==> src/design/sts_pkg.sv <==
// ----------------------------------------------------------------------------
// sts_pkg
// Types, constants and the control store of the spiral tile order generator.
// ----------------------------------------------------------------------------
package sts_pkg;

  // field and datapath widths
  localparam int CFG_IDX_W  = 2;
  localparam int CFG_DATA_W = 14;
  localparam int DIM_W      = 14;
  localparam int TILE_W     = 9;
  localparam int POS_W      = 16;
  localparam int ID_W       = 26;
  localparam int ORG_W      = 13;
  localparam int PROD_W     = DIM_W + TILE_W;
  localparam int DIVIDEND_W = 15;
  localparam int DIV_CNT_W  = $clog2(DIVIDEND_W);
  localparam int PC_W       = 4;

  // register indexes
  typedef logic [CFG_IDX_W-1:0] cfg_idx_t;
  localparam cfg_idx_t CFG_IMAGE_WIDTH  = 2'd0;
  localparam cfg_idx_t CFG_IMAGE_HEIGHT = 2'd1;
  localparam cfg_idx_t CFG_TILE_EDGE    = 2'd2;

  // register values after reset
  localparam int IMAGE_WIDTH_RESET  = 1920;
  localparam int IMAGE_HEIGHT_RESET = 1080;
  localparam int TILE_EDGE_RESET    = 64;

  // datapath operations driven by the control word
  typedef enum logic [3:0] {
    OP_NOP,
    OP_ACCEPT,
    OP_DIV_LOAD_W,
    OP_STORE_COLS,
    OP_DIV_LOAD_H,
    OP_START_WALK,
    OP_MUL,
    OP_EMIT_TILE,
    OP_ADVANCE,
    OP_EMIT_DONE
  } op_t;

  // jump conditions
  typedef enum logic [2:0] {
    C_NEVER,
    C_ALWAYS,
    C_NO_REQ,
    C_NO_RESTART,
    C_DIV_BUSY,
    C_FINISHED,
    C_OUTSIDE,
    C_OUT_FULL
  } cond_t;

  typedef logic [PC_W-1:0] pc_t;

  typedef struct packed {
    op_t   op;
    cond_t cond;
    pc_t   target;
  } uword_t;

  // status flags seen by the sequencer
  typedef struct packed {
    logic no_req;
    logic restart;
    logic div_busy;
    logic finished;
    logic outside;
    logic out_full;
  } stat_t;

  // program steps
  localparam pc_t PC_WAIT        = 4'd0;
  localparam pc_t PC_CHK_RESTART = 4'd1;
  localparam pc_t PC_DIV_W       = 4'd2;
  localparam pc_t PC_DIV_W_RUN   = 4'd3;
  localparam pc_t PC_STORE_COLS  = 4'd4;
  localparam pc_t PC_DIV_H       = 4'd5;
  localparam pc_t PC_DIV_H_RUN   = 4'd6;
  localparam pc_t PC_START       = 4'd7;
  localparam pc_t PC_CHK_DONE    = 4'd8;
  localparam pc_t PC_CHK_INSIDE  = 4'd9;
  localparam pc_t PC_MUL         = 4'd10;
  localparam pc_t PC_WAIT_TILE   = 4'd11;
  localparam pc_t PC_EMIT_TILE   = 4'd12;
  localparam pc_t PC_SKIP        = 4'd13;
  localparam pc_t PC_WAIT_DONE   = 4'd14;
  localparam pc_t PC_EMIT_DONE   = 4'd15;

  // control store: jump to target when the condition holds, else fall through
  function automatic uword_t ucode_rom(pc_t pc);
    uword_t w;
    case (pc)
      PC_WAIT:        w = '{OP_ACCEPT,     C_NO_REQ,     PC_WAIT};
      PC_CHK_RESTART: w = '{OP_NOP,        C_NO_RESTART, PC_CHK_DONE};
      PC_DIV_W:       w = '{OP_DIV_LOAD_W, C_NEVER,      PC_WAIT};
      PC_DIV_W_RUN:   w = '{OP_NOP,        C_DIV_BUSY,   PC_DIV_W_RUN};
      PC_STORE_COLS:  w = '{OP_STORE_COLS, C_NEVER,      PC_WAIT};
      PC_DIV_H:       w = '{OP_DIV_LOAD_H, C_NEVER,      PC_WAIT};
      PC_DIV_H_RUN:   w = '{OP_NOP,        C_DIV_BUSY,   PC_DIV_H_RUN};
      PC_START:       w = '{OP_START_WALK, C_NEVER,      PC_WAIT};
      PC_CHK_DONE:    w = '{OP_NOP,        C_FINISHED,   PC_WAIT_DONE};
      PC_CHK_INSIDE:  w = '{OP_NOP,        C_OUTSIDE,    PC_SKIP};
      PC_MUL:         w = '{OP_MUL,        C_NEVER,      PC_WAIT};
      PC_WAIT_TILE:   w = '{OP_NOP,        C_OUT_FULL,   PC_WAIT_TILE};
      PC_EMIT_TILE:   w = '{OP_EMIT_TILE,  C_ALWAYS,     PC_WAIT};
      PC_SKIP:        w = '{OP_ADVANCE,    C_ALWAYS,     PC_CHK_DONE};
      PC_WAIT_DONE:   w = '{OP_NOP,        C_OUT_FULL,   PC_WAIT_DONE};
      PC_EMIT_DONE:   w = '{OP_EMIT_DONE,  C_ALWAYS,     PC_WAIT};
      default:        w = '{OP_NOP,        C_ALWAYS,     PC_WAIT};
    endcase
    return w;
  endfunction

endpackage

==> src/design/sts_sequencer.sv <==
// ----------------------------------------------------------------------------
// sts_sequencer
// Step counter over the control store with conditional jumps.
// ----------------------------------------------------------------------------
module sts_sequencer
  import sts_pkg::*;
(
  input  logic  clk,
  input  logic  rst_n,
  input  stat_t stat,
  output op_t   op
);

  pc_t    pc_r, pc_nxt;
  uword_t uw;
  logic   take;

  assign uw = ucode_rom(pc_r);

  // evaluate the jump condition of the current step
  always_comb begin
    case (uw.cond)
      C_NEVER:      take = 1'b0;
      C_ALWAYS:     take = 1'b1;
      C_NO_REQ:     take = stat.no_req;
      C_NO_RESTART: take = !stat.restart;
      C_DIV_BUSY:   take = stat.div_busy;
      C_FINISHED:   take = stat.finished;
      C_OUTSIDE:    take = stat.outside;
      C_OUT_FULL:   take = stat.out_full;
      default:      take = 1'b0;
    endcase
    pc_nxt = take ? uw.target : pc_r + 1'b1;
  end

  always_ff @(posedge clk) begin
    if (!rst_n) begin
      pc_r <= PC_WAIT;
    end else begin
      pc_r <= pc_nxt;
    end
  end

  assign op = uw.op;

endmodule

==> config.mk <==
export PLATFORM = sky130hd
export DESIGN_NAME = sts_sequencer
export DESIGN_NICKNAME = d
export VERILOG_FILES = /design/src/design/sts_pkg.sv /design/src/design/sts_sequencer.sv
export SDC_FILE = /design/constraint.sdc
export NUM_CORES = 1
export LEC_CHECK = 0
export BUFFER_PORTS_ARGS = -buffer_cell sky130_fd_sc_hd__buf_2
export CORE_MARGIN = 2
export CORE_UTILIZATION = 46
export CTS_CLUSTER_DIAMETER = 30
export DETAILED_ROUTE_END_ITERATION = 16
export HOLD_SLACK_MARGIN = 0.08
export PLACE_DENSITY = 0.66
export SYNTH_ARGS = -nofsm -noshare
export SYNTH_HDL_FRONTEND = slang
export SYNTH_SLANG_ARGS = --single-unit
==> constraint.sdc <==
create_clock -name clk -period 4.5 [get_ports clk]
set_clock_uncertainty 0.2 [all_clocks]
set_input_delay 0.225 -clock clk [delete_from_list [all_inputs] [get_ports clk]]
set_output_delay 0.225 -clock clk [all_outputs]
set_load 0.01 [all_outputs]
# Word-level counts from Yosys, hierarchy flattened
# Memory sizes are Yosys's and may differ from the RTL's. A register that Yosys moved wholly into a read port is not among the register bits.
# Cells that the tools add are included.
[word_totals] reg_bits=4 rom_bits=176 inputBits=8 out_inout_bits=4 wordCells=15 memories=1
[memory_table] name="(no name shown)" depth=16 word_bits=11 read_ports=1 rd_ports_with_merged_regs=1 write_ports=0 line_no="sts_pkg.sv:96" rtl="case (pc)"
[op_classes] n_addsub=1 eq_ne=7 muxes=3 n_reduce_logical=2
[op_table] operator="equality test 3 bit, second input constant" count=4
[op_table] operator="2-to-1 mux 4 bit" count=2
[op_table] operator="one-hot mux 1 bit (8 select lines)" count=1
[op_table] operator="equality test 3 x 2 -> 1 bit, second input constant" count=2
[op_table] operator="adder 4 x 1 -> 4 bit, second input constant" count=1
[op_table] operator="equality test 3 x 1 -> 1 bit, second input constant" count=1
[op_table] operator="logical NOT 3 bit" count=1
[op_table] operator="logical NOT 1 bit" count=1

# Logic depth before layout (Yosys ltp)
# Gate-level depths: netlist of run 1.
[depth] word_depth=4 ltp_mapped=10 ltp_nobuf=10

# Worst setup path after synthesis of run 1
# Ideal clock, no wire load.
[synth_path] path_kind="register to register" from="register, netlist name uw[5]" to="register, netlist name uw[7]" setup_ns=0.117 t_arrival_ns=1.936 t_required_ns=4.183 path_slack_ns=2.247 stages_incl_launch_ff=9 n_path_buf=0 synth_period_minus_slack_ns=2.253 cell_sequence="dfxtp_1 > and3b_1 > a31oi_1 > o311ai_4 > mux2i_1 > nand2b_1 > ha_1 > inv_1 > a22o_1"
[synth_via] elab_chain_len=4 elab_cells_between_ends=11 cone_classes="eq/ne (7); mux (3); reduce/logical (1)"
[synth_lines] item="equality test 3 bit, or another cell as far along" line_no="sts_sequencer.sv:22" rtl="case (uw.cond)"
[synth_lines] item="one-hot mux 1 bit (8 select lines) *" line_no="sts_sequencer.sv:22"
[synth_lines] item="2-to-1 mux 4 bit *" line_no="sts_sequencer.sv:33" rtl="pc_nxt = take ? uw.target : pc_r + 1'b1;"
[synth_lines] item="2-to-1 mux 4 bit (no source line) *"
# Every way passes the cells marked *; elsewhere a longest branch is shown, timed or not.
# A chain may end at the register's enable or synchronous reset.

# Worst setup path after layout of run 1
[layout_path] from="register, netlist name uw[5]" to="register, netlist name uw[1]"
[layout_via] elab_chain_len=4 elab_cells_between_ends=11 cone_classes="eq/ne (7); mux (3); reduce/logical (1)"
[layout_lines] item="equality test 3 bit, or another cell as far along" line_no="sts_sequencer.sv:22"
[layout_lines] item="one-hot mux 1 bit (8 select lines) *" line_no="sts_sequencer.sv:22"
[layout_lines] item="2-to-1 mux 4 bit *" line_no="sts_sequencer.sv:33"
[layout_lines] item="2-to-1 mux 4 bit (no source line) *"
# Marks and branches as above.

==> results.sh, run 1 <==
export IMPL_place_area_um2=943.4
export IMPL_synth_nets=116
export IMPL_hold_end="uw[5]$_DFF_P_"
export IMPL_grt_pass1_wl_um=2967
export IMPL_arrival_ps=2520
export IMPL_yosys_area_top_type="dfxtp_1"
export IMPL_route_met2_wl_um=812
export IMPL_crit_required_ps=4480
export IMPL_rr_worst_depth=8
export IMPL_ant_nets=0
export IMPL_slowest_delay_ps=520
export IMPL_die_h_um=48.32
export IMPL_crit_family="compound AO/OA/AOI/OAI gates"
export IMPL_synthArstFlopShare_pct=0
export IMPL_relSlewSlack_pct=61.12
export IMPL_synth_seq_cells=15
export IMPL_r2r_start="uw[5]$_DFF_P_"
export IMPL_status="finished clean"
export IMPL_finalInstanceArea_um2=980.9
export IMPL_hold_depth=6
export IMPL_synth_seq_area_share_pct=33.24
export IMPL_n_fill_cell=188
export IMPL_yosysMostFrequentCell="dfxtp_1"
export IMPL_grt_overflow=0
export IMPL_synth_top_area_share_pct=33.24
export IMPL_htreeDepth=1
export IMPL_cpMostUsedCell="mux2i_1"
export IMPL_ys_top_cells_by_area="dfxtp_1, ha_1, mux2i_1"
export IMPL_diodes=0
export IMPL_antenna_found_initial=0
export IMPL_rows=16
export IMPL_max_freq_ghz=0.3934
export IMPL_syn_avg_cell_area_um2=8.944
export IMPL_critPathSlowestCell="o311ai_4"
export IMPL_drive_gt1_share_pct=19.09
export IMPL_drc=0
export IMPL_maxCapViolations=0
export IMPL_vias=705
export IMPL_regArea_um2=300.3
export IMPL_start_util_pct=47.50
export IMPL_cp_buffers_inverters=1
export IMPL_reg2reg_to="uw[1]$_DFF_P_"
export IMPL_irDropWorstVdd_uv=398.9
export IMPL_drv_slew=0
export IMPL_p_leak_uw=0.0004729
export IMPL_wl_met3_um=66
export IMPL_grt_max_degree=12
export IMPL_worstSetupStartpoint="uw[5]$_DFF_P_"
export IMPL_drt_wl_total_um=1695
export IMPL_worst_r2r_setup_slack_ps=1960
export IMPL_setup_tns_ps=0
export IMPL_post_cts_buffers=0
export IMPL_root_buffer="clkbuf_4"
export IMPL_multiInputGateArea_um2=514.2
export IMPL_hp_start="stat[5]"
export IMPL_top_layer="met4"
export IMPL_startpoint_type="flop"
export IMPL_crit_chain="mux2i_1 > o311ai_4 > mux2i_1 > nand2_1 > ha_1 > inv_1 > mux2i_1 > o21ai_1"
export IMPL_drt_first_iter_violations=15
export IMPL_gp_congestion=0.8647
export IMPL_dieArea_mm2=0.002334
export IMPL_routedWlPerCell_um=12.37
export IMPL_cts_buffers=3
export IMPL_criticalPathCategory="flop to flop"
export IMPL_syn_inst=101
export IMPL_rsz0062_at_grt="false"
export IMPL_drt_met1_wl_um=788
export IMPL_io_buffers=11
export IMPL_fin_crit_ps=2542
export IMPL_post_cts_resized=0
export IMPL_hold_violations=0
export IMPL_tightest_slew_ps=581.8
export IMPL_netlist_area_um2=903.4
export IMPL_synth_top_flop_cell="dfxtp_1"
export IMPL_cts_clk_slew_worst_paths_ps=90
export IMPL_cp_max_fo=9
export IMPL_area_delta_synth_final_pct=8.587
export IMPL_ioPinCount=12
export IMPL_clockBufferDepth=2
export IMPL_clkSinkCount=15
export IMPL_synth_commonest_cells="dfxtp_1, nand2_1, inv_1, mux2i_1, ha_1"
export IMPL_fin_nets=126
export IMPL_ys_warnings_count=0
export IMPL_synth_edff_count=0
export IMPL_worstSkewPairLatency_ps=280
export IMPL_power_density_mw_per_mm2=670.7
export IMPL_die_w_um=48.32
export IMPL_grt_pass1_vias=697
export IMPL_synth_distinct_cells=31
export IMPL_core_mm2=0.001902
export IMPL_grt_usage_pct=16.03
export IMPL_vias_per_cell=5.146
export IMPL_finalSetupViolCount=0
export IMPL_cts_tree="built"
export IMPL_crit_path_end_kind="flop"
export IMPL_dp_hpwl_um=1340
export IMPL_final_period_utilization_pct=56.48
export IMPL_hold_path_class="primary input to flop"
export IMPL_firstDrtPassIters=5
[how the worst max path moves through the flow]
stage | to | cells after the start
finish | uw[1]$_DFF_P_ | 8
global route | uw[1]$_DFF_P_ | 9
detailed placement | uw[1]$_DFF_P_ | 8
global placement | uw[7]$_DFF_P_ | 7
CTS | uw[1]$_DFF_P_ | 8
floorplan | uw[7]$_DFF_P_ | 8
[power breakdown]
group / internal, µW / switching (µW) / leakage, µW
registers: 182 / 45.0 / 0.000123
logic: 162 / 194 / 0.000332
clock network: 33.0 / 42.0 / 0.0000177
[worst register-to-register path, stage by stage (launching register included)]
cell	delay, ps
dfxtp_1	410
mux2i_1	140
o311ai_4	520
mux2i_1	280
nand2_1	210
ha_1	410
inv_1	70
mux2i_1	130
o21ai_1	70
[cell usage in the layout, fill, tap and decap left out, drive strengths merged]
| cell | Yosys | layout |
|---|---|---|
| dlygate4sd3 | 0 | 1 |
| mux2 | 3 | 3 |
| ha | 7 | 7 |
| o21ai | 6 | 6 |
| xnor2 | 3 | 3 |
| and3 | 1 | 1 |
| dfxtp | 15 | 15 |
| nand2 | 11 | 11 |
| a22o | 1 | 1 |
| nand2b | 3 | 3 |
| nor2 | 5 | 5 |
| clkbuf | 2 | 3 |
| o311ai | 1 | 1 |
| nor3 | 1 | 1 |
| o211ai | 1 | 1 |
| nor3b | 1 | 1 |
| mux2i | 8 | 8 |
| o2bb2ai | 1 | 1 |
| a22oi | 3 | 3 |
| inv | 10 | 10 |
| a21oi | 4 | 4 |
| xor2 | 1 | 1 |
| a31oi | 3 | 3 |
| buf | 5 | 11 |
| nand3 | 3 | 3 |
| and2 | 1 | 1 |
| and3b | 1 | 1 |
| clkinv | 0 | 1 |
[logic make-up (layout without fill, tap and decap cells)]
group | count (synthesis) | in the layout | synth area share, %
XOR/XNOR | 4 | 4 | 3.879
flip-flops | 15 | 15 | 33.24
adder cells (fa/ha/maj) | 7 | 7 | 9.695
buffers and inverters | 17 | 26 | 9.834
AND/OR/NAND/NOR | 27 | 27 | 14.13
multiplexers | 11 | 11 | 13.44
AO/OA/AOI/OAI | 20 | 20 | 15.79
[per-layer routing]
metal	GRT usage (%)	vias to the layer above
li1	-	357
met1	20.23	329
met2	26.62	15
met3	3.086	4
met4	7.143	0
met5	0	-
[registers in the layout (all words and copies together) (netlist names)]
| signal | cells |
|---|---|
| pc_r | 4 |
| uw | 11 |
[through the flow]
step                setup WS [ps]  std cells  total power [µW]  utilization [%]  hold slack, ps
floorplan                    2247        101             516.4                -           326.1
global placement             2082        132             573.0            49.61           376.3
detailed placement           1971        132             583.8            49.61           372.8
CTS                          1957        137             660.1            51.58           424.5
global route                 1739        137             718.0            51.58           457.6
finish                       1958        137             657.9            51.58           417.6
[timing repair]
item | in CTS | in global routing
hold buffers | 1 | 0
setup endpoints to repair | 0 | 0
hold endpoints to repair | 1 | 0
[cell type report]
cell class                      instances  share of cell area (%)
Inverter                               10                   4.082
Clock buffer                            3                   2.296
Clock inverter                          1                  0.5102
Tap cell                               27                   3.444
Multi-Input combinational cell         69                   52.42
Timing Repair Buffer                   12                   6.633
Sequential cell                        15                   30.61
Note: power is estimated with default switching activity, not from simulation.
==> run 2, diff against run 1 <==
==> constraint.sdc (replaced) <==
create_clock -name clk -period 2.41 [get_ports clk]
set_clock_uncertainty 0.2 [all_clocks]
set_input_delay 0.1205 -clock clk [delete_from_list [all_inputs] [get_ports clk]]
set_output_delay 0.1205 -clock clk [all_outputs]
set_load 0.01 [all_outputs]
==> run 2 against run 1 <==
Routed wire length increased by 2.5%. Core utilization increased by 0.99 points. Global-route usage increased by 0.72 points. Sequential share of layout area decreased by 0.45 points. Fmax increased by 12%. Critical endpoint is now uw[6]$_DFF_P_. Power increased by 92%. Largest power group unchanged. Count of clock-buffer cells in the layout increased by 1.
==> results.sh, run 2 (synthesis results as in run 1) <==
export IMPL_status="finished clean"
export IMPL_crit_path_end_kind="flop"
export IMPL_dp_cells=133
export IMPL_final_cell_mix="dfxtp_1, buf_2, nand2_1, inv_1, mux2i_1"
export IMPL_fin_crit_ps=2277
export IMPL_dieArea_mm2=0.002334
export IMPL_routedWlPerCell_um=12.59
export IMPL_finalSetupViolCount=0
export IMPL_core_mm2=0.001902
export IMPL_largest_register_ffs=11
export IMPL_cp_num_cells=10
export IMPL_ioPinCount=12
export IMPL_post_cts_buffers=0
export IMPL_vias=711
export IMPL_worstSkewPairLatency_ps=280
export IMPL_stdcell_count=138
export IMPL_drt_wl_total_um=1737
export IMPL_gp_congestion=0.8229
export IMPL_power_density_mw_per_mm2=1265
export IMPL_rows=16
export IMPL_vias_per_cell=5.152
export IMPL_antenna_found_initial=0
export IMPL_drt_first_iter_violations=12
export IMPL_drc=0
export IMPL_regArea_um2=301.5
export IMPL_area_delta_synth_final_pct=10.66
export IMPL_grt_overflow=0
export IMPL_max_freq_ghz=0.4391
export IMPL_final_common_cell="dfxtp_1"
export IMPL_diodes=0
export IMPL_hold_violations=0
export IMPL_startpoint_type="flop"
export IMPL_start_util_pct=47.50
export IMPL_htreeDepth=1
export IMPL_rr_worst_depth=10
export IMPL_ant_nets=0
export IMPL_fin_nets=127
export IMPL_cts_clk_slew_worst_paths_ps=80
export IMPL_drive_gt1_share_pct=22.52
export IMPL_n_fill_cell=186
export IMPL_grt_pass1_wl_um=2987
export IMPL_irDropWorstVdd_uv=560.5
export IMPL_grt_usage_pct=16.75
export IMPL_root_buffer="clkbuf_4"
export IMPL_firstDrtPassIters=4
export IMPL_drv_slew=0
export IMPL_tightest_slew_ps=301.9
export IMPL_dp_hpwl_um=1314
export IMPL_arrival_ps=2270
export IMPL_hold_depth=6
export IMPL_crit_chain="and3b_1 > a31oi_2 > o311ai_4 > mux2i_1 > nand2b_2 > inv_1 > ha_1 > inv_1 > mux2i_1 > o21ai_0"
export IMPL_crit_required_ps=2400
export IMPL_critPathSlowestCell="dfxtp_2"
export IMPL_slowest_delay_ps=380
export IMPL_final_util_pct=52.57
export IMPL_io_buffers=11
export IMPL_hold_path_class="primary input to flop"
export IMPL_relSlewSlack_pct=79.82
export IMPL_final_period_utilization_pct=94.49
export IMPL_grt_pass1_vias=689
export IMPL_maxCapViolations=0
export IMPL_grt_max_degree=12
export IMPL_crit_family="compound AO/OA/AOI/OAI gates"
export IMPL_multiInputGateArea_um2=525.5
export IMPL_clkSinkCount=15
export IMPL_cp_buffers_inverters=2
export IMPL_criticalPathCategory="flop to flop"
export IMPL_clockBufferDepth=2
export IMPL_p_leak_uw=0.0004762
export IMPL_cts_buffers=3
export IMPL_cp_max_fo=5
export IMPL_power_uw=1265
export IMPL_die_w_um=48.32
export IMPL_cts_tree="built"
export IMPL_die_h_um=48.32
## run 2: changes by cell type in the layout (fill, tap and decap cells not counted)
cell,change
nand2b_1,-1
dfxtp_2,+1
nand2_2,+1
a31oi_2,+1
dfxtp_1,-1
clkbuf_1,+1
nand2b_2,+1
clkinv_2,-1
nand2_1,-1
a31oi_1,-1
buf_4,+1
## run 2: path summary, 6_finish.rpt
kind,start,endpoint,slack [ps]
hold / removal,stat[5],uw[2]$_DFF_P_,220
setup / recovery,uw[5]$_DFF_P_,uw[6]$_DFF_P_,130
hold reg to reg,uw[1]$_DFF_P_,uw[5]$_DFF_P_,440
setup reg to reg,uw[5]$_DFF_P_,uw[6]$_DFF_P_,130
## run 2: final cells by class
type	count	area share, %
multi-input cells	69	52.57
flip-flops and latches	15	30.16
repair buffers	13	7.259
inverters	10	4.005
well taps	27	3.379
clock buffers	4	2.628
## run 2: metal layers
layer | wire [µm] | global-route usage, %
met1 | 773 | 18.09
met2 | 833 | 28.47
met3 | 68 | 4.630
met4 | 62 | 11.43
met5 | 0 | 0
## run 2: power by group
group	switching, µW	internal [µW]	total, µW
Combinational	369	328	697
Clock	74.5	64.3	139
Sequential	89.2	340	429
Total	532	732	1260
## run 2: timing repair
| item | in CTS | in global routing |
|---|---|---|
| hold buffers | 1 | 0 |
| endpoints found under the hold margin | 4 | 0 |
| gates resized for setup | 0 | 4 |
| endpoints found under the setup margin | 0 | 7 |
## run 2: through the flow
step	setup TNS [ps]	setup WS [ps]	instance area, µm²	hold WS (ps)
finish	0	132.7	999.7	223.9
global placement	0	149.3	950.9	281.3
floorplan	0	156.9	903.4	221.6
global route	-4.022	-4.022	999.7	252.1
CTS	0	8.862	987.2	206.6
detailed placement	0	75.96	950.9	264.9
## run 2: worst reg2reg max path, stage by stage, from the launching register on
cell,delay (ps)
dfxtp_2,380
and3b_1,200
a31oi_2,210
o311ai_4,160
mux2i_1,210
nand2b_2,200
inv_1,90
ha_1,180
inv_1,90
mux2i_1,70
o21ai_0,210
