--- src/design/sts_pkg.sv ---
// ----------------------------------------------------------------------------
// sts_pkg
// Types, constants and the control store of the spiral tile order generator.
// ----------------------------------------------------------------------------
package sts_pkg;

  // field and datapath widths
  localparam int CFG_IDX_W  = 2;
  localparam int CFG_DATA_W = 14;
  localparam int DIM_W      = 14;
  localparam int TILE_W     = 9;
  localparam int POS_W      = 16;
  localparam int ID_W       = 26;
  localparam int ORG_W      = 13;
  localparam int PROD_W     = DIM_W + TILE_W;
  localparam int DIVIDEND_W = 15;
  localparam int DIV_CNT_W  = $clog2(DIVIDEND_W);
  localparam int PC_W       = 4;

  // register indexes
  typedef logic [CFG_IDX_W-1:0] cfg_idx_t;
  localparam cfg_idx_t CFG_IMAGE_WIDTH  = 2'd0;
  localparam cfg_idx_t CFG_IMAGE_HEIGHT = 2'd1;
  localparam cfg_idx_t CFG_TILE_EDGE    = 2'd2;

  // register values after reset
  localparam int IMAGE_WIDTH_RESET  = 1920;
  localparam int IMAGE_HEIGHT_RESET = 1080;
  localparam int TILE_EDGE_RESET    = 64;

  // datapath operations driven by the control word
  typedef enum logic [3:0] {
    OP_NOP,
    OP_ACCEPT,
    OP_DIV_LOAD_W,
    OP_STORE_COLS,
    OP_DIV_LOAD_H,
    OP_START_WALK,
    OP_MUL,
    OP_EMIT_TILE,
    OP_ADVANCE,
    OP_EMIT_DONE
  } op_t;

  // jump conditions
  typedef enum logic [2:0] {
    C_NEVER,
    C_ALWAYS,
    C_NO_REQ,
    C_NO_RESTART,
    C_DIV_BUSY,
    C_FINISHED,
    C_OUTSIDE,
    C_OUT_FULL
  } cond_t;

  typedef logic [PC_W-1:0] pc_t;

  typedef struct packed {
    op_t   op;
    cond_t cond;
    pc_t   target;
  } uword_t;

  // status flags seen by the sequencer
  typedef struct packed {
    logic no_req;
    logic restart;
    logic div_busy;
    logic finished;
    logic outside;
    logic out_full;
  } stat_t;

  // program steps
  localparam pc_t PC_WAIT        = 4'd0;
  localparam pc_t PC_CHK_RESTART = 4'd1;
  localparam pc_t PC_DIV_W       = 4'd2;
  localparam pc_t PC_DIV_W_RUN   = 4'd3;
  localparam pc_t PC_STORE_COLS  = 4'd4;
  localparam pc_t PC_DIV_H       = 4'd5;
  localparam pc_t PC_DIV_H_RUN   = 4'd6;
  localparam pc_t PC_START       = 4'd7;
  localparam pc_t PC_CHK_DONE    = 4'd8;
  localparam pc_t PC_CHK_INSIDE  = 4'd9;
  localparam pc_t PC_MUL         = 4'd10;
  localparam pc_t PC_WAIT_TILE   = 4'd11;
  localparam pc_t PC_EMIT_TILE   = 4'd12;
  localparam pc_t PC_SKIP        = 4'd13;
  localparam pc_t PC_WAIT_DONE   = 4'd14;
  localparam pc_t PC_EMIT_DONE   = 4'd15;

  // control store: jump to target when the condition holds, else fall through
  function automatic uword_t ucode_rom(pc_t pc);
    uword_t w;
    case (pc)
      PC_WAIT:        w = '{OP_ACCEPT,     C_NO_REQ,     PC_WAIT};
      PC_CHK_RESTART: w = '{OP_NOP,        C_NO_RESTART, PC_CHK_DONE};
      PC_DIV_W:       w = '{OP_DIV_LOAD_W, C_NEVER,      PC_WAIT};
      PC_DIV_W_RUN:   w = '{OP_NOP,        C_DIV_BUSY,   PC_DIV_W_RUN};
      PC_STORE_COLS:  w = '{OP_STORE_COLS, C_NEVER,      PC_WAIT};
      PC_DIV_H:       w = '{OP_DIV_LOAD_H, C_NEVER,      PC_WAIT};
      PC_DIV_H_RUN:   w = '{OP_NOP,        C_DIV_BUSY,   PC_DIV_H_RUN};
      PC_START:       w = '{OP_START_WALK, C_NEVER,      PC_WAIT};
      PC_CHK_DONE:    w = '{OP_NOP,        C_FINISHED,   PC_WAIT_DONE};
      PC_CHK_INSIDE:  w = '{OP_NOP,        C_OUTSIDE,    PC_SKIP};
      PC_MUL:         w = '{OP_MUL,        C_NEVER,      PC_WAIT};
      PC_WAIT_TILE:   w = '{OP_NOP,        C_OUT_FULL,   PC_WAIT_TILE};
      PC_EMIT_TILE:   w = '{OP_EMIT_TILE,  C_ALWAYS,     PC_WAIT};
      PC_SKIP:        w = '{OP_ADVANCE,    C_ALWAYS,     PC_CHK_DONE};
      PC_WAIT_DONE:   w = '{OP_NOP,        C_OUT_FULL,   PC_WAIT_DONE};
      PC_EMIT_DONE:   w = '{OP_EMIT_DONE,  C_ALWAYS,     PC_WAIT};
      default:        w = '{OP_NOP,        C_ALWAYS,     PC_WAIT};
    endcase
    return w;
  endfunction

endpackage

--- src/design/sts_divider.sv ---
// ----------------------------------------------------------------------------
// sts_divider
// Restoring divider, one quotient bit per cycle, for the tile grid size.
// ----------------------------------------------------------------------------
module sts_divider
  import sts_pkg::*;
(
  input  logic                  clk,
  input  logic                  rst_n,
  input  logic                  start,
  input  logic [DIVIDEND_W-1:0] dividend,
  input  logic [TILE_W-1:0]     divisor,
  output logic                  busy,
  output logic [DIM_W-1:0]      quotient
);

  logic                  busy_r, busy_nxt;
  logic [DIV_CNT_W-1:0]  cnt_r, cnt_nxt;
  logic [DIVIDEND_W-1:0] quo_r, quo_nxt;
  logic [TILE_W-1:0]     rem_r, rem_nxt;
  logic [TILE_W-1:0]     div_r, div_nxt;
  logic [TILE_W:0]       rem_sh;
  logic                  ge;

  // trial subtraction of the shifted remainder
  assign rem_sh = {rem_r, quo_r[DIVIDEND_W-1]};
  assign ge     = rem_sh >= {1'b0, div_r};

  always_comb begin
    busy_nxt = busy_r;
    cnt_nxt  = cnt_r;
    quo_nxt  = quo_r;
    rem_nxt  = rem_r;
    div_nxt  = div_r;
    if (start) begin
      busy_nxt = 1'b1;
      cnt_nxt  = DIV_CNT_W'(DIVIDEND_W - 1);
      quo_nxt  = dividend;
      rem_nxt  = '0;
      div_nxt  = divisor;
    end else if (busy_r) begin
      quo_nxt = {quo_r[DIVIDEND_W-2:0], ge};
      rem_nxt = ge ? TILE_W'(rem_sh - {1'b0, div_r}) : rem_sh[TILE_W-1:0];
      if (cnt_r == '0) begin
        busy_nxt = 1'b0;
      end else begin
        cnt_nxt = cnt_r - 1'b1;
      end
    end
  end

  always_ff @(posedge clk) begin
    if (!rst_n) begin
      busy_r <= 1'b0;
      cnt_r  <= '0;
    end else begin
      busy_r <= busy_nxt;
      cnt_r  <= cnt_nxt;
    end
  end

  // operand registers carry no reset
  always_ff @(posedge clk) begin
    quo_r <= quo_nxt;
    rem_r <= rem_nxt;
    div_r <= div_nxt;
  end

  assign busy     = busy_r;
  assign quotient = quo_r[DIM_W-1:0];

endmodule

--- src/design/sts_datapath.sv ---
// ----------------------------------------------------------------------------
// sts_datapath
// Spiral walk state, grid size, origin multiplier and result register.
// ----------------------------------------------------------------------------
module sts_datapath
  import sts_pkg::*;
#(
  parameter int RST_COLS = 30,
  parameter int RST_ROWS = 17
) (
  input  logic              clk,
  input  logic              rst_n,
  input  op_t               op,
  input  logic              in_accept,
  input  logic              in_restart,
  input  logic [DIM_W-1:0]  eff_w,
  input  logic [DIM_W-1:0]  eff_h,
  input  logic [TILE_W-1:0] eff_t,
  input  logic              out_ready,
  output stat_t             stat,
  output logic              out_valid,
  output logic [ID_W-1:0]   out_tile_id,
  output logic [ORG_W-1:0]  out_origin_x,
  output logic [ORG_W-1:0]  out_origin_y,
  output logic [TILE_W-1:0] out_size_x,
  output logic [TILE_W-1:0] out_size_y,
  output logic              out_done_res
);

  logic                    restart_r, restart_nxt;
  logic [DIM_W-1:0]        cols_r, cols_nxt;
  logic [DIM_W-1:0]        rows_r, rows_nxt;
  logic signed [POS_W-1:0] walk_x_r, walk_x_nxt;
  logic signed [POS_W-1:0] walk_y_r, walk_y_nxt;
  logic [1:0]              heading_r, heading_nxt;
  logic [DIM_W-1:0]        steps_r, steps_nxt;
  logic [DIM_W-1:0]        leg_r, leg_nxt;
  logic [ID_W-1:0]         id_r, id_nxt;
  logic                    fin_r, fin_nxt;
  logic [PROD_W-1:0]       ox_r, ox_nxt;
  logic [PROD_W-1:0]       oy_r, oy_nxt;
  logic                    out_valid_r, out_valid_nxt;
  logic [ID_W-1:0]         tile_id_r, tile_id_nxt;
  logic [ORG_W-1:0]        org_x_r, org_x_nxt;
  logic [ORG_W-1:0]        org_y_r, org_y_nxt;
  logic [TILE_W-1:0]       size_x_r, size_x_nxt;
  logic [TILE_W-1:0]       size_y_r, size_y_nxt;
  logic                    done_r, done_nxt;

  logic                    div_start;
  logic                    div_busy;
  logic [DIM_W-1:0]        div_quot;
  logic [DIVIDEND_W-1:0]   div_dividend;

  logic signed [POS_W-1:0] cols_s, rows_s;
  logic                    cur_inside;
  logic                    turn;
  logic [1:0]              hd_a;
  logic [DIM_W-1:0]        steps_a, leg_a;
  logic signed [POS_W-1:0] x_a, y_a;
  logic                    fin_a;

  // size of a tile, clipped at the image edge
  function automatic logic [TILE_W-1:0] clip_size(logic [TILE_W-1:0] t,
                                                   logic [DIM_W-1:0]  edge_px,
                                                   logic [PROD_W-1:0] origin);
    logic [PROD_W-1:0] room;
    room = {{(PROD_W-DIM_W){1'b0}}, edge_px} - origin;
    if (origin >= {{(PROD_W-DIM_W){1'b0}}, edge_px}) begin
      return '0;
    end else if ({{(PROD_W-TILE_W){1'b0}}, t} < room) begin
      return t;
    end else begin
      return room[TILE_W-1:0];
    end
  endfunction

  // grid size: ceil(edge / tile)
  assign div_start    = (op == OP_DIV_LOAD_W) || (op == OP_DIV_LOAD_H);
  assign div_dividend = {1'b0, (op == OP_DIV_LOAD_H) ? eff_h : eff_w}
                      + {{(DIVIDEND_W-TILE_W){1'b0}}, eff_t} - 1'b1;

  sts_divider u_div (
    .clk      (clk),
    .rst_n    (rst_n),
    .start    (div_start),
    .dividend (div_dividend),
    .divisor  (eff_t),
    .busy     (div_busy),
    .quotient (div_quot)
  );

  // current position inside the grid
  assign cols_s     = $signed({{(POS_W-DIM_W){1'b0}}, cols_r});
  assign rows_s     = $signed({{(POS_W-DIM_W){1'b0}}, rows_r});
  assign cur_inside = (walk_x_r >= 0) && (walk_x_r < cols_s)
                   && (walk_y_r >= 0) && (walk_y_r < rows_s);

  // one spiral step: turn at the end of a leg, lengthen the leg on even headings
  always_comb begin
    turn    = steps_r >= leg_r;
    hd_a    = turn ? heading_r + 2'd1 : heading_r;
    steps_a = (turn ? '0 : steps_r) + 1'b1;
    leg_a   = leg_r + {{(DIM_W-1){1'b0}}, turn & ~hd_a[0]};
    x_a     = walk_x_r;
    y_a     = walk_y_r;
    case (hd_a)
      2'd0:    y_a = walk_y_r - 2'sd1;
      2'd1:    x_a = walk_x_r - 2'sd1;
      2'd2:    y_a = walk_y_r + 2'sd1;
      default: x_a = walk_x_r + 2'sd1;
    endcase
    fin_a = !((x_a >= 0) && (x_a < cols_s)) && !((y_a >= 0) && (y_a < rows_s));
  end

  always_comb begin
    restart_nxt   = restart_r;
    cols_nxt      = cols_r;
    rows_nxt      = rows_r;
    walk_x_nxt    = walk_x_r;
    walk_y_nxt    = walk_y_r;
    heading_nxt   = heading_r;
    steps_nxt     = steps_r;
    leg_nxt       = leg_r;
    id_nxt        = id_r;
    fin_nxt       = fin_r;
    ox_nxt        = ox_r;
    oy_nxt        = oy_r;
    tile_id_nxt   = tile_id_r;
    org_x_nxt     = org_x_r;
    org_y_nxt     = org_y_r;
    size_x_nxt    = size_x_r;
    size_y_nxt    = size_y_r;
    done_nxt      = done_r;
    // drop the result once taken
    out_valid_nxt = out_valid_r && !out_ready;

    if (in_accept) begin
      restart_nxt = in_restart;
    end

    case (op)
      OP_STORE_COLS: begin
        cols_nxt = div_quot;
      end
      OP_START_WALK: begin
        rows_nxt    = div_quot;
        walk_x_nxt  = $signed({{(POS_W-DIM_W+1){1'b0}}, cols_r[DIM_W-1:1]});
        walk_y_nxt  = $signed({{(POS_W-DIM_W+1){1'b0}}, div_quot[DIM_W-1:1]});
        heading_nxt = 2'd0;
        steps_nxt   = '0;
        leg_nxt     = DIM_W'(1);
        id_nxt      = '0;
        fin_nxt     = 1'b0;
      end
      OP_MUL: begin
        ox_nxt = PROD_W'(walk_x_r[DIM_W-1:0]) * PROD_W'(eff_t);
        oy_nxt = PROD_W'(walk_y_r[DIM_W-1:0]) * PROD_W'(eff_t);
      end
      OP_EMIT_TILE: begin
        out_valid_nxt = 1'b1;
        tile_id_nxt   = id_r;
        org_x_nxt     = ox_r[ORG_W-1:0];
        org_y_nxt     = oy_r[ORG_W-1:0];
        size_x_nxt    = clip_size(eff_t, eff_w, ox_r);
        size_y_nxt    = clip_size(eff_t, eff_h, oy_r);
        done_nxt      = 1'b0;
        id_nxt        = id_r + 1'b1;
        walk_x_nxt    = x_a;
        walk_y_nxt    = y_a;
        heading_nxt   = hd_a;
        steps_nxt     = steps_a;
        leg_nxt       = leg_a;
        fin_nxt       = fin_r | fin_a;
      end
      OP_ADVANCE: begin
        walk_x_nxt  = x_a;
        walk_y_nxt  = y_a;
        heading_nxt = hd_a;
        steps_nxt   = steps_a;
        leg_nxt     = leg_a;
        fin_nxt     = fin_r | fin_a;
      end
      OP_EMIT_DONE: begin
        out_valid_nxt = 1'b1;
        tile_id_nxt   = '0;
        org_x_nxt     = '0;
        org_y_nxt     = '0;
        size_x_nxt    = '0;
        size_y_nxt    = '0;
        done_nxt      = 1'b1;
      end
      default: begin
      end
    endcase
  end

  // walk state and control
  always_ff @(posedge clk) begin
    if (!rst_n) begin
      restart_r   <= 1'b0;
      cols_r      <= DIM_W'(RST_COLS);
      rows_r      <= DIM_W'(RST_ROWS);
      walk_x_r    <= POS_W'(RST_COLS / 2);
      walk_y_r    <= POS_W'(RST_ROWS / 2);
      heading_r   <= 2'd0;
      steps_r     <= '0;
      leg_r       <= DIM_W'(1);
      id_r        <= '0;
      fin_r       <= 1'b0;
      out_valid_r <= 1'b0;
    end else begin
      restart_r   <= restart_nxt;
      cols_r      <= cols_nxt;
      rows_r      <= rows_nxt;
      walk_x_r    <= walk_x_nxt;
      walk_y_r    <= walk_y_nxt;
      heading_r   <= heading_nxt;
      steps_r     <= steps_nxt;
      leg_r       <= leg_nxt;
      id_r        <= id_nxt;
      fin_r       <= fin_nxt;
      out_valid_r <= out_valid_nxt;
    end
  end

  // products and result payload
  always_ff @(posedge clk) begin
    ox_r      <= ox_nxt;
    oy_r      <= oy_nxt;
    tile_id_r <= tile_id_nxt;
    org_x_r   <= org_x_nxt;
    org_y_r   <= org_y_nxt;
    size_x_r  <= size_x_nxt;
    size_y_r  <= size_y_nxt;
    done_r    <= done_nxt;
  end

  assign stat.no_req   = !in_accept;
  assign stat.restart  = restart_r;
  assign stat.div_busy = div_busy;
  assign stat.finished = fin_r;
  assign stat.outside  = !cur_inside;
  assign stat.out_full = out_valid_r && !out_ready;

  assign out_valid    = out_valid_r;
  assign out_tile_id  = tile_id_r;
  assign out_origin_x = org_x_r;
  assign out_origin_y = org_y_r;
  assign out_size_x   = size_x_r;
  assign out_size_y   = size_y_r;
  assign out_done_res = done_r;

endmodule

--- config.mk ---
export PLATFORM = sky130hd
export DESIGN_NAME = sts_datapath
export DESIGN_NICKNAME = d
export VERILOG_FILES = /design/src/design/sts_pkg.sv /design/src/design/sts_divider.sv /design/src/design/sts_datapath.sv
export SDC_FILE = /design/constraint.sdc
export NUM_CORES = 1
export LEC_CHECK = 0
export BUFFER_PORTS_ARGS = -buffer_cell sky130_fd_sc_hd__buf_2
export CAP_MARGIN = 20
export CORE_ASPECT_RATIO = 0.9
export CORE_UTILIZATION = 34
export DETAILED_ROUTE_END_ITERATION = 6
export GPL_TIMING_DRIVEN = 0
export SLEW_MARGIN = 20
export SYNTH_ARGS = -nofsm -noshare
export SYNTH_HDL_FRONTEND = slang
export SYNTH_SLANG_ARGS = --single-unit
export TNS_END_PERCENT = 20
--- constraint.sdc ---
create_clock -name clk -period 8.6 [get_ports clk]
set_clock_uncertainty 0.2 [all_clocks]
set_input_delay 0 -clock clk [delete_from_list [all_inputs] [get_ports clk]]
set_output_delay 0 -clock clk [all_outputs]
set_load 0.005 [all_outputs]
## Word level (Yosys, flattened, before mapping)

Index checks and enable logic that the tools add are counted.

| storage, ports and cells | value |
|---|---|
| output and inout port bits | 78 |
| flip-flop bits (word level) | 274 |

| operators by class | value |
|---|---|
| bitwise gates (word level) | 5 |
| reduce and logical (&&, ||, !) cells | 25 |
| equality and inequality tests | 11 |
| $mul | 2 |
| add/sub/neg operators | 14 |
| mux-type cells | 32 |
| magnitude comparators | 14 |

Operators by type and width:

| kind | number |
|---|---|
| one-hot mux 16 bit (2 select lines) | 4 |
| one-hot mux 26 bit (2 select lines) | 2 |
| >= comparator 16 x 1 -> 1 bit (second input constant) | 4 |
| < comparator 16 x 15 -> 1 bit | 4 |
| one-hot mux 14 bit (2 select lines) | 2 |
| one-hot mux 13 bit (2 select lines) | 2 |
| >= comparator 23 x 14 -> 1 bit | 2 |
| < comparator 9 x 23 -> 1 bit | 2 |
| multiplier 14 x 9 -> 23 bit | 2 |
| subtractor 14 x 23 -> 23 bit | 2 |
| 2-to-1 mux 9 bit | 5 |
| one-hot mux 9 bit (2 select lines) | 2 |
| adder 16 x 2 -> 16 bit (second input constant) | 2 |
| subtractor 16 x 2 -> 16 bit (second input constant) | 2 |
| 2-to-1 mux 15 bit | 2 |
| 2-to-1 mux 14 bit | 2 |
| adder 26 x 1 -> 26 bit (second input constant) | 1 |
| equality test 4 x 3 -> 1 bit (second input constant) | 4 |
| adder 14 x 9 -> 15 bit | 1 |
| subtractor 15 x 1 -> 15 bit (second input constant) | 1 |
| adder 14 x 1 -> 14 bit | 1 |
| adder 14 x 1 -> 14 bit (second input constant) | 1 |
| >= comparator 14 bit | 1 |
| 2-to-1 mux 4 bit | 3 |
| other kinds (24) | 49 |

## Depth between registers and ports, before layout

Gate-level depths: netlist of run 1.

| logic depth | value |
|---|---|
| word-level depth | 11 |
| mapped depth | 28 |
| mapped depth without buffers | 27 |

## By module

Synthesis of run 1 repeated with hierarchy kept, for this count alone.

| unflattened totals | value |
|---|---|
| cell total of the unflattened synthesis | 2,827 |
| area total of the unflattened synthesis | 25,066.5 µm² |

By module, submodules not included:

| module | area an instance (µm²) | cells an instance | sequential area each (µm²) | instances |
|---|---|---|---|---|
| sts_datapath | 22,935.7 | 2,646 | 5,895.7 | 1 |
| sts_divider | 2,130.8 | 181 | 1,001.0 | 1 |

## Worst setup path before layout of run 1

Ideal clock, no wire load.

| path | value |
|---|---|
| path kind | input to register |
| start point | in op[0] |
| end point | reg done_r (netlist: out_done_res) (enable) |
| data arrival time | 5,379 ps |
| cell stages on the path | 3 |
| slack | 2,420 ps |
| data required time | 7,799 ps |
| cell sequence | clkbuf_1 -> inv_1 -> o21ai_0 |

| on the way | value |
|---|---|
| cells in the longest elaborated chain, start to end | 2 |
| elaborated cells between the ends (all ways) | 3 |
| classes of those cells | eq/ne (2); reduce/logical (1) |

Ends and longest elaborated chain:

| element | line | text |
|---|---|---|
| start: declaration | sts_datapath.sv:13 | `input op_t op,` |
| equality test 4 x 3 -> 1 bit / equality test 4 bit (equally long branches) | sts_datapath.sv:142 | `case (op)` |
| nonzero test 2 bit (no source line) (*) | -- |  |
| end signal: assignment | sts_datapath.sv:236 | `done_r <= done_nxt;` |
| end: declaration | sts_datapath.sv:48 | `logic done_r, done_nxt;` |

Mark *: on every way between the ends. The rest lies on a longest branch, timed or not.
A chain may end at the register's enable or synchronous reset.

## Final worst setup path of run 1

| path | value |
|---|---|
| start point | reg leg_r[3] |
| end point | reg fin_r |

| on the way | value |
|---|---|
| cells in the longest elaborated chain, start to end | 11 |
| elaborated cells between the ends (all ways) | 19 |
| classes of those cells | order compare (5); eq/ne (2); mux (4); bitwise (1); reduce/logical (7) |

Ends and longest elaborated chain:

| element | line | text |
|---|---|---|
| start: declaration | sts_datapath.sv:37 | `logic [DIM_W-1:0] leg_r, leg_nxt;` |
| start signal: assignment | sts_datapath.sv:220 | `leg_r <= leg_nxt;` |
| >= comparator 14 bit (*) | sts_datapath.sv:101 | `turn = steps_r >= leg_r;` |
| 2-to-1 mux 2 bit (*) | sts_datapath.sv:102 | `hd_a = turn ? heading_r + 2'd1 : heading_r;` |
| equality test 2 bit / zero test 2 bit (equally long branches) | sts_datapath.sv:107 | `case (hd_a)` |
| OR reduction 2 bit (no source line) | -- |  |
| one-hot mux 16 bit (2 select lines) | sts_datapath.sv:107 |  |
| >= comparator 16 x 1 -> 1 bit / < comparator 16 x 15 -> 1 bit (equally long branches) | sts_datapath.sv:113 | `fin_a = !((x_a >= 0) && (x_a < cols_s)) && !((y_a >= 0) && (y_a < rows_s));` |
| logical AND 1 bit | sts_datapath.sv:113 |  |
| zero test 1 bit | sts_datapath.sv:113 |  |
| logical AND 1 bit (*) | sts_datapath.sv:113 |  |
| OR 1 bit (*) | sts_datapath.sv:174, sts_datapath.sv:182 |  |
| one-hot mux 1 bit (2 select lines) (*) | sts_datapath.sv:142 |  |
| end signal: assignment | sts_datapath.sv:222 | `fin_r <= fin_nxt;` |
| end: declaration | sts_datapath.sv:39 | `logic fin_r, fin_nxt;` |

Marks and branches as above.

==> flow_summary.json, run 1 <==
{
  "status": "finished clean",
  "avgViaCountPerCell": 5.19,
  "cts.clk_slew.worst_paths_ns": 0.07,
  "wl_met2_mm": 31.5,
  "max_stage_delay_ns": 0.72,
  "drc_errors": 0,
  "wl_met3_mm": 4.76,
  "yosysWarnings": 0,
  "grt_pass1_vias": 19781,
  "rsz0062_at_grt": "false",
  "first_pass_iters": 6,
  "htreeDepth": 1,
  "min_period_ns": 7.70,
  "dp_hpwl_mm": 56.8,
  "syn_area_per_cell_um2": 8.82,
  "clockBufferDepth": 3,
  "num_rows": 93,
  "grt_max_degree": 47,
  "dr.max_layer_used": "met4",
  "start_util": 0.345,
  "hold_path_class": "input port to output port",
  "fp.coreArea_um2": 71900,
  "mostFrequentLayoutCell": "nand2_1",
  "max_freq_ghz": 0.130,
  "die_x_um": 287,
  "cts_inserted_buffers": 31,
  "hold_viol_final": 0,
  "cts-root-buf": "clkbuf_16",
  "synth_cell_types": 86,
  "synth_ff_type": "edfxtp_1",
  "p_leak_nw": 12.4,
  "worst_setup_path_end_kind": "register",
  "routabilityCongestion": 0.916,
  "die_h_um": 258,
  "drt_iter0_markers": 1542,
  "final_cell_mix": "nand2_1, inv_1, ha_1",
  "holdWs_ns": 0.0455,
  "cts_tree": "yes",
  "drt-met1-wl_mm": 34.5,
  "grt-ovfl-total": 0,
  "critPathTopFamily": "compound AO/OA/AOI/OAI gates",
  "cp-start-kind": "register",
  "drive_gt1_frac": 0.0690,
  "cp_data_required_time_ns": 8.89,
  "placement.io_buffers": 121,
  "place_ws_ns": 0.363,
  "r2r_setup_slack_ns": 0.90,
  "track_usage": 0.196,
  "syn_area_um2": 24800,
  "area_growth_pct": 13.3,
  "layout.nets": 3471,
  "drv_cap": 0,
  "num_vias": 20623,
  "die_area_um2": 74100,
  "io_pins": 124,
  "num_antenna_cells": 0,
  "cts_setup_buffers": 0,
  "period_share": 0.896,
  "max_slew.worst_pin.slew_ns": 1.02,
  "antenna_left": 0,
  "clock-sinks": 274,
  "max-vdd-ir-drop_mv": 0.178,
  "synth-seq-cells": 274,
  "crit_type": "register to register",
  "worst_path_max_delay_cell": "inv_1",
  "postSynthCellCount": 2813,
  "finalWorstSetupSlack_ns": 0.898,
  "syn-num-nets": 3282,
  "synth-edff-count": 141,
  "p_per_area_nw_per_um2": 166,
  "worst-path-buf-inv": 3,
  "grt_pass1_wl_mm": 114,
  "worstPathArrival_ns": 7.99,
  "setup_viol": 0,
  "maxSlewViolCount": 0,
  "ys_seq_area_frac": 0.278,
  "wl_per_cell_um": 18.2,
  "fill_cells": 7284,
  "critical_path.max_fanout": 17,
  "max_slew_margin": 0.314,
  "antenna_found_initial": 2,
  "ys_async_sr_fraction": 0,
  "wl_mm": 72.5,
  "clock_latency_ns": 0.61
}
[power by group]
part	switching, W	leakage [nW]	internal (W)
Sequential	0.0000476	2.37	0.00148
Clock	0.000620	0.522	0.000818
Combinational	0.00101	9.50	0.000706
[state kept, by name (all words and copies together) (netlist names), 13 cells and up]
register      cells
walk_x_r         16
steps_r          14
walk_y_r         16
out_origin_y     13
rows_r           14
u_div.quo_r      15
out_tile_id      26
oy_r             23
leg_r            14
cols_r           14
ox_r             23
id_r             26
out_origin_x     13
[cells by family after synthesis]
logic type,count (synthesis),synth area share
buf+inv,445,0.0681
compound gates,528,0.138
simple gates,987,0.191
fa+ha+maj,424,0.267
mux,47,0.0196
xor+xnor,108,0.0384
flops,274,0.278
[layer usage]
metal / global-route usage / vias to the layer above
met5: 0 / -
met4: 0.0492 / 0
met3: 0.0257 / 94
met2: 0.302 / 627
met1: 0.289 / 9950
li1: - / 9952
[worst min-delay path, cell delays in order]
cell and delay [ns]:
buf_2 0.10, inv_1 0.04, buf_2 0.11
[worst paths after layout]
kind,depth (start not counted),to,startpoint
worst max register to register,25,fin_r,leg_r[3]
worst min register to register,1,steps_r[13],steps_r[13]
worst min-delay path,3,stat[5],in_accept
worst max-delay path,25,fin_r,leg_r[3]
[metrics by stage]
stage | instance area [µm²] | instances | utilization | setup TNS (ns) | power, W
CTS | 28100 | 3978 | 0.391 | 0 | 0.00471
global placement | 26600 | 3884 | 0.370 | -24.38 | 0.00323
detailed placement | 26700 | 3890 | 0.372 | 0 | 0.00324
global route | 28100 | 3977 | 0.391 | 0 | 0.00500
floorplan | 24800 | 2813 | - | 0 | 0.00281
finish | 28100 | 3977 | 0.391 | 0 | 0.00468
[cell usage after synthesis (all sizes together) (8+ instances only)]
cell    instances  area share
a211o           9      0.0032
a211oi         20      0.0061
a21boi         38       0.011
a21o           41       0.012
a21oi         125       0.025
a222oi          9      0.0036
a31oi          16      0.0040
and2          102       0.026
and3           22      0.0055
buf             9      0.0022
clkbuf        122       0.018
dfxtp         133        0.11
edfxtp        141        0.17
fa            175        0.14
ha            248        0.13
inv           311       0.047
mux2i          41       0.017
nand2         378       0.057
nand2b         18      0.0045
nand3          53       0.011
nand4          25      0.0063
nor2          171       0.026
nor2b          86       0.022
nor3           54       0.011
nor4           19      0.0048
o211ai         19      0.0057
o21a           30      0.0091
o21ai         133       0.027
o21bai         11      0.0033
o22ai           8      0.0020
or2            13      0.0033
or3            20      0.0052
xnor2          66       0.024
xor2           42       0.015
[layout make-up]
| cell class | count | area, µm² | share of cell area |
|---|---|---|---|
| Sequential cell | 274 | 6900 | 0.245 |
| Multi-Input combinational cell | 2094 | 16300 | 0.578 |
| Timing Repair Buffer | 157 | 1010 | 0.0359 |
| Clock inverter | 25 | 289 | 0.0103 |
| Tap cell | 950 | 1190 | 0.0423 |
| Inverter | 314 | 1180 | 0.0419 |
| Buffer | 130 | 508 | 0.0181 |
| Clock buffer | 33 | 783 | 0.0279 |
[repair_timing]
action,CTS,global route
setup endpoints to repair,0,1
resized for setup,0,1
hold buffers,30,0
hold endpoints to repair,55,0
(Power assumes the default switching activity.)
==> run 2: changes to the inputs <==
ABC_AREA = 1   (was not set)
==> flow_summary.json, run 2 <==
{
  "die_x_um": 292,
  "syn_area_um2": 25700,
  "cp_data_required_time_ns": 8.90,
  "synth-seq-cells": 274,
  "num_vias": 22530,
  "synth_simple_gate_area_frac": 0.207,
  "clock_latency_ns": 0.61,
  "synth_common_cells": "nand2_1, inv_1, ha_1",
  "reg2reg_from": "leg_r[5]",
  "min-delay-start": "eff_w[13]",
  "hold_buffers": 41,
  "layout.nets": 4027,
  "rsz0062_at_grt": "false",
  "track_usage": 0.198,
  "num_antenna_cells": 0,
  "hold_viol_final": 0,
  "placed_cell_area_um2": 27600,
  "dp_hpwl_mm": 60.2,
  "r2r-end": "fin_r",
  "r2r_setup_slack_ns": 0.76,
  "synth_top_area_cell": "edfxtp_1",
  "critical_path.max_fanout": 15,
  "synth_ff_type": "edfxtp_1",
  "grt_pass1_wl_mm": 121,
  "min_path_cells": 4,
  "max_freq_ghz": 0.128,
  "mostFrequentLayoutCell": "nand2_1",
  "drive_gt1_frac": 0.0720,
  "worstPathArrival_ns": 8.14,
  "drt_iter0_markers": 1760,
  "grt-ovfl-total": 0,
  "yosysWarnings": 0,
  "fin_area_um2": 29100,
  "drv_cap": 0,
  "synth_top_area_frac": 0.165,
  "syn-num-nets": 3828,
  "die_h_um": 263,
  "cts_resized": 0,
  "crit_type": "register to register",
  "holdPathEnd": "u_div.quo_r[14]",
  "grt_max_degree": 54,
  "first_pass_iters": 5,
  "max-vdd-ir-drop_mv": 0.152,
  "cts-root-buf": "clkbuf_16",
  "worst-path-buf-inv": 9,
  "period_share": 0.911,
  "num_rows": 95,
  "avgViaCountPerCell": 4.95,
  "synthAdderAreaFrac": 0.258,
  "syn_area_per_cell_um2": 7.64,
  "htreeDepth": 1,
  "cts_setup_buffers": 0,
  "ys_async_sr_fraction": 0,
  "cts_inserted_buffers": 31,
  "maxSlewViolCount": 0,
  "clock-sinks": 274,
  "final_cell_mix": "nand2_1, inv_1, ha_1",
  "postSynthCellCount": 3359,
  "critPathMostFrequentCell": "nand2_1",
  "ys_top_cells_by_area": "edfxtp_1, fa_1, ha_1",
  "min_period_ns": 7.84,
  "start_util": 0.344,
  "clockBufferDepth": 3,
  "fp.coreArea_um2": 74600,
  "synth-edff-count": 141,
  "p_per_area_nw_per_um2": 180,
  "synth_cell_types": 64,
  "ys_seq_area_frac": 0.269,
  "synth_compound_area_frac": 0.115,
  "p_leak_nw": 14.3,
  "synth_mux_area_frac": 0.00351,
  "cts_tree": "yes",
  "area_growth_pct": 13.4,
  "setup_viol": 0,
  "drc_errors": 0,
  "hold_path_class": "input port to register",
  "io_pins": 124,
  "antenna_found_initial": 2,
  "routabilityCongestion": 0.930,
  "grt_pass1_vias": 21433,
  "cp-start-kind": "register",
  "r2r_cells": 42,
  "wl_per_cell_um": 16.7,
  "max_stage_delay_ns": 0.60,
  "cts.clk_slew.worst_paths_ns": 0.07,
  "max_slew_margin": 0.404,
  "setup_tns_ns": 0,
  "antenna_left": 0,
  "worst_setup_path_end_kind": "register",
  "worst_path_max_delay_cell": "clkbuf_1",
  "finalWorstSetupSlack_ns": 0.763,
  "synth_xor_area_frac": 0.0324,
  "wl_mm": 76.2,
  "cp-startpoint": "leg_r[5]",
  "synth_top_family_by_area": "adder cells",
  "die_area_um2": 76600,
  "placement.io_buffers": 122,
  "max_slew.worst_pin.slew_ns": 0.894,
  "status": "finished clean",
  "critPathTopFamily": "buffers and inverters",
  "synth_most_common_cell": "nand2_1",
  "place_ws_ns": 0.896
}
==> run 2: cell types whose count changed in the layout (fill, tap and decap cells not counted), moves of 32 or more <==
| cell | delta |
|---|---|
| nand3_1 | +71 |
| nand2_1 | +414 |
| a21oi_1 | +97 |
| clkbuf_1 | -36 |
| nor2_1 | +60 |
| xnor2_1 | -36 |
| a21o_1 | -32 |
| nor2b_1 | -86 |
| inv_1 | +339 |
| and2_1 | -99 |
==> run 2: how the worst max path moves through the flow <==
stage               endpoint  slack [ns]  depth (start not counted)
finish                 fin_r        0.76                         42
global route           fin_r        0.26                         42
CTS                    fin_r        0.88                         42
detailed placement     fin_r        0.90                         42
global placement       fin_r        0.89                         42
floorplan              fin_r        2.91                         42
==> run 2: cells by family after synthesis <==
| kind of cell | count (synthesis) |
|---|---|
| flip-flops | 274 |
| adder cells (fa/ha/maj) | 423 |
| buffers and inverters | 781 |
| XOR/XNOR | 94 |
| AO/OA/AOI/OAI | 498 |
| AND/OR/NAND/NOR | 1280 |
| multiplexers | 9 |
==> run 2: report_power, final <==
| part | internal (W) | total, W | leakage (nW) | switching (W) |
|---|---|---|---|---|
| registers | 0.00149 | 0.00155 | 2.37 | 0.0000529 |
| clock network | 0.000882 | 0.00148 | 0.547 | 0.000602 |
| logic | 0.000804 | 0.00220 | 11.3 | 0.00140 |
==> run 2: worst min-delay path, stage by stage <==
cell and delay (ns):
buf_2 0.16, mux2i_1 0.19, xor2_1 0.22, o21ai_0 0.15
==> run 2: final cells by class <==
class / count / area [µm²]
Inverter: 664 / 2490
Buffer: 117 / 477
Sequential cell: 274 / 6900
Multi-Input combinational cell: 2304 / 15800
Timing Repair Buffer: 166 / 1090
Clock inverter: 24 / 322
Clock buffer: 34 / 797
Tap cell: 970 / 1210
Fill cell: 7743 / 45500
==> run 2: through the flow <==
stage	instances	util	hold slack, ns	total power, W
finish	4553	0.390	0.0329	0.00523
global route	4553	0.390	0.0476	0.00560
CTS	4553	0.390	0.00549	0.00525
detailed placement	4454	0.369	0.0299	0.00373
global placement	4451	0.368	0.0278	0.00371
floorplan	3359	-	-0.166	0.00316
==> run 2: metal layers <==
metal,routed length [µm],vias to the layer above,track usage
li1,-,11105,-
met1,36100,10617,0.289
met2,33300,709,0.310
met3,5050,95,0.0239
met4,1620,4,0.0482
met5,22,-,0
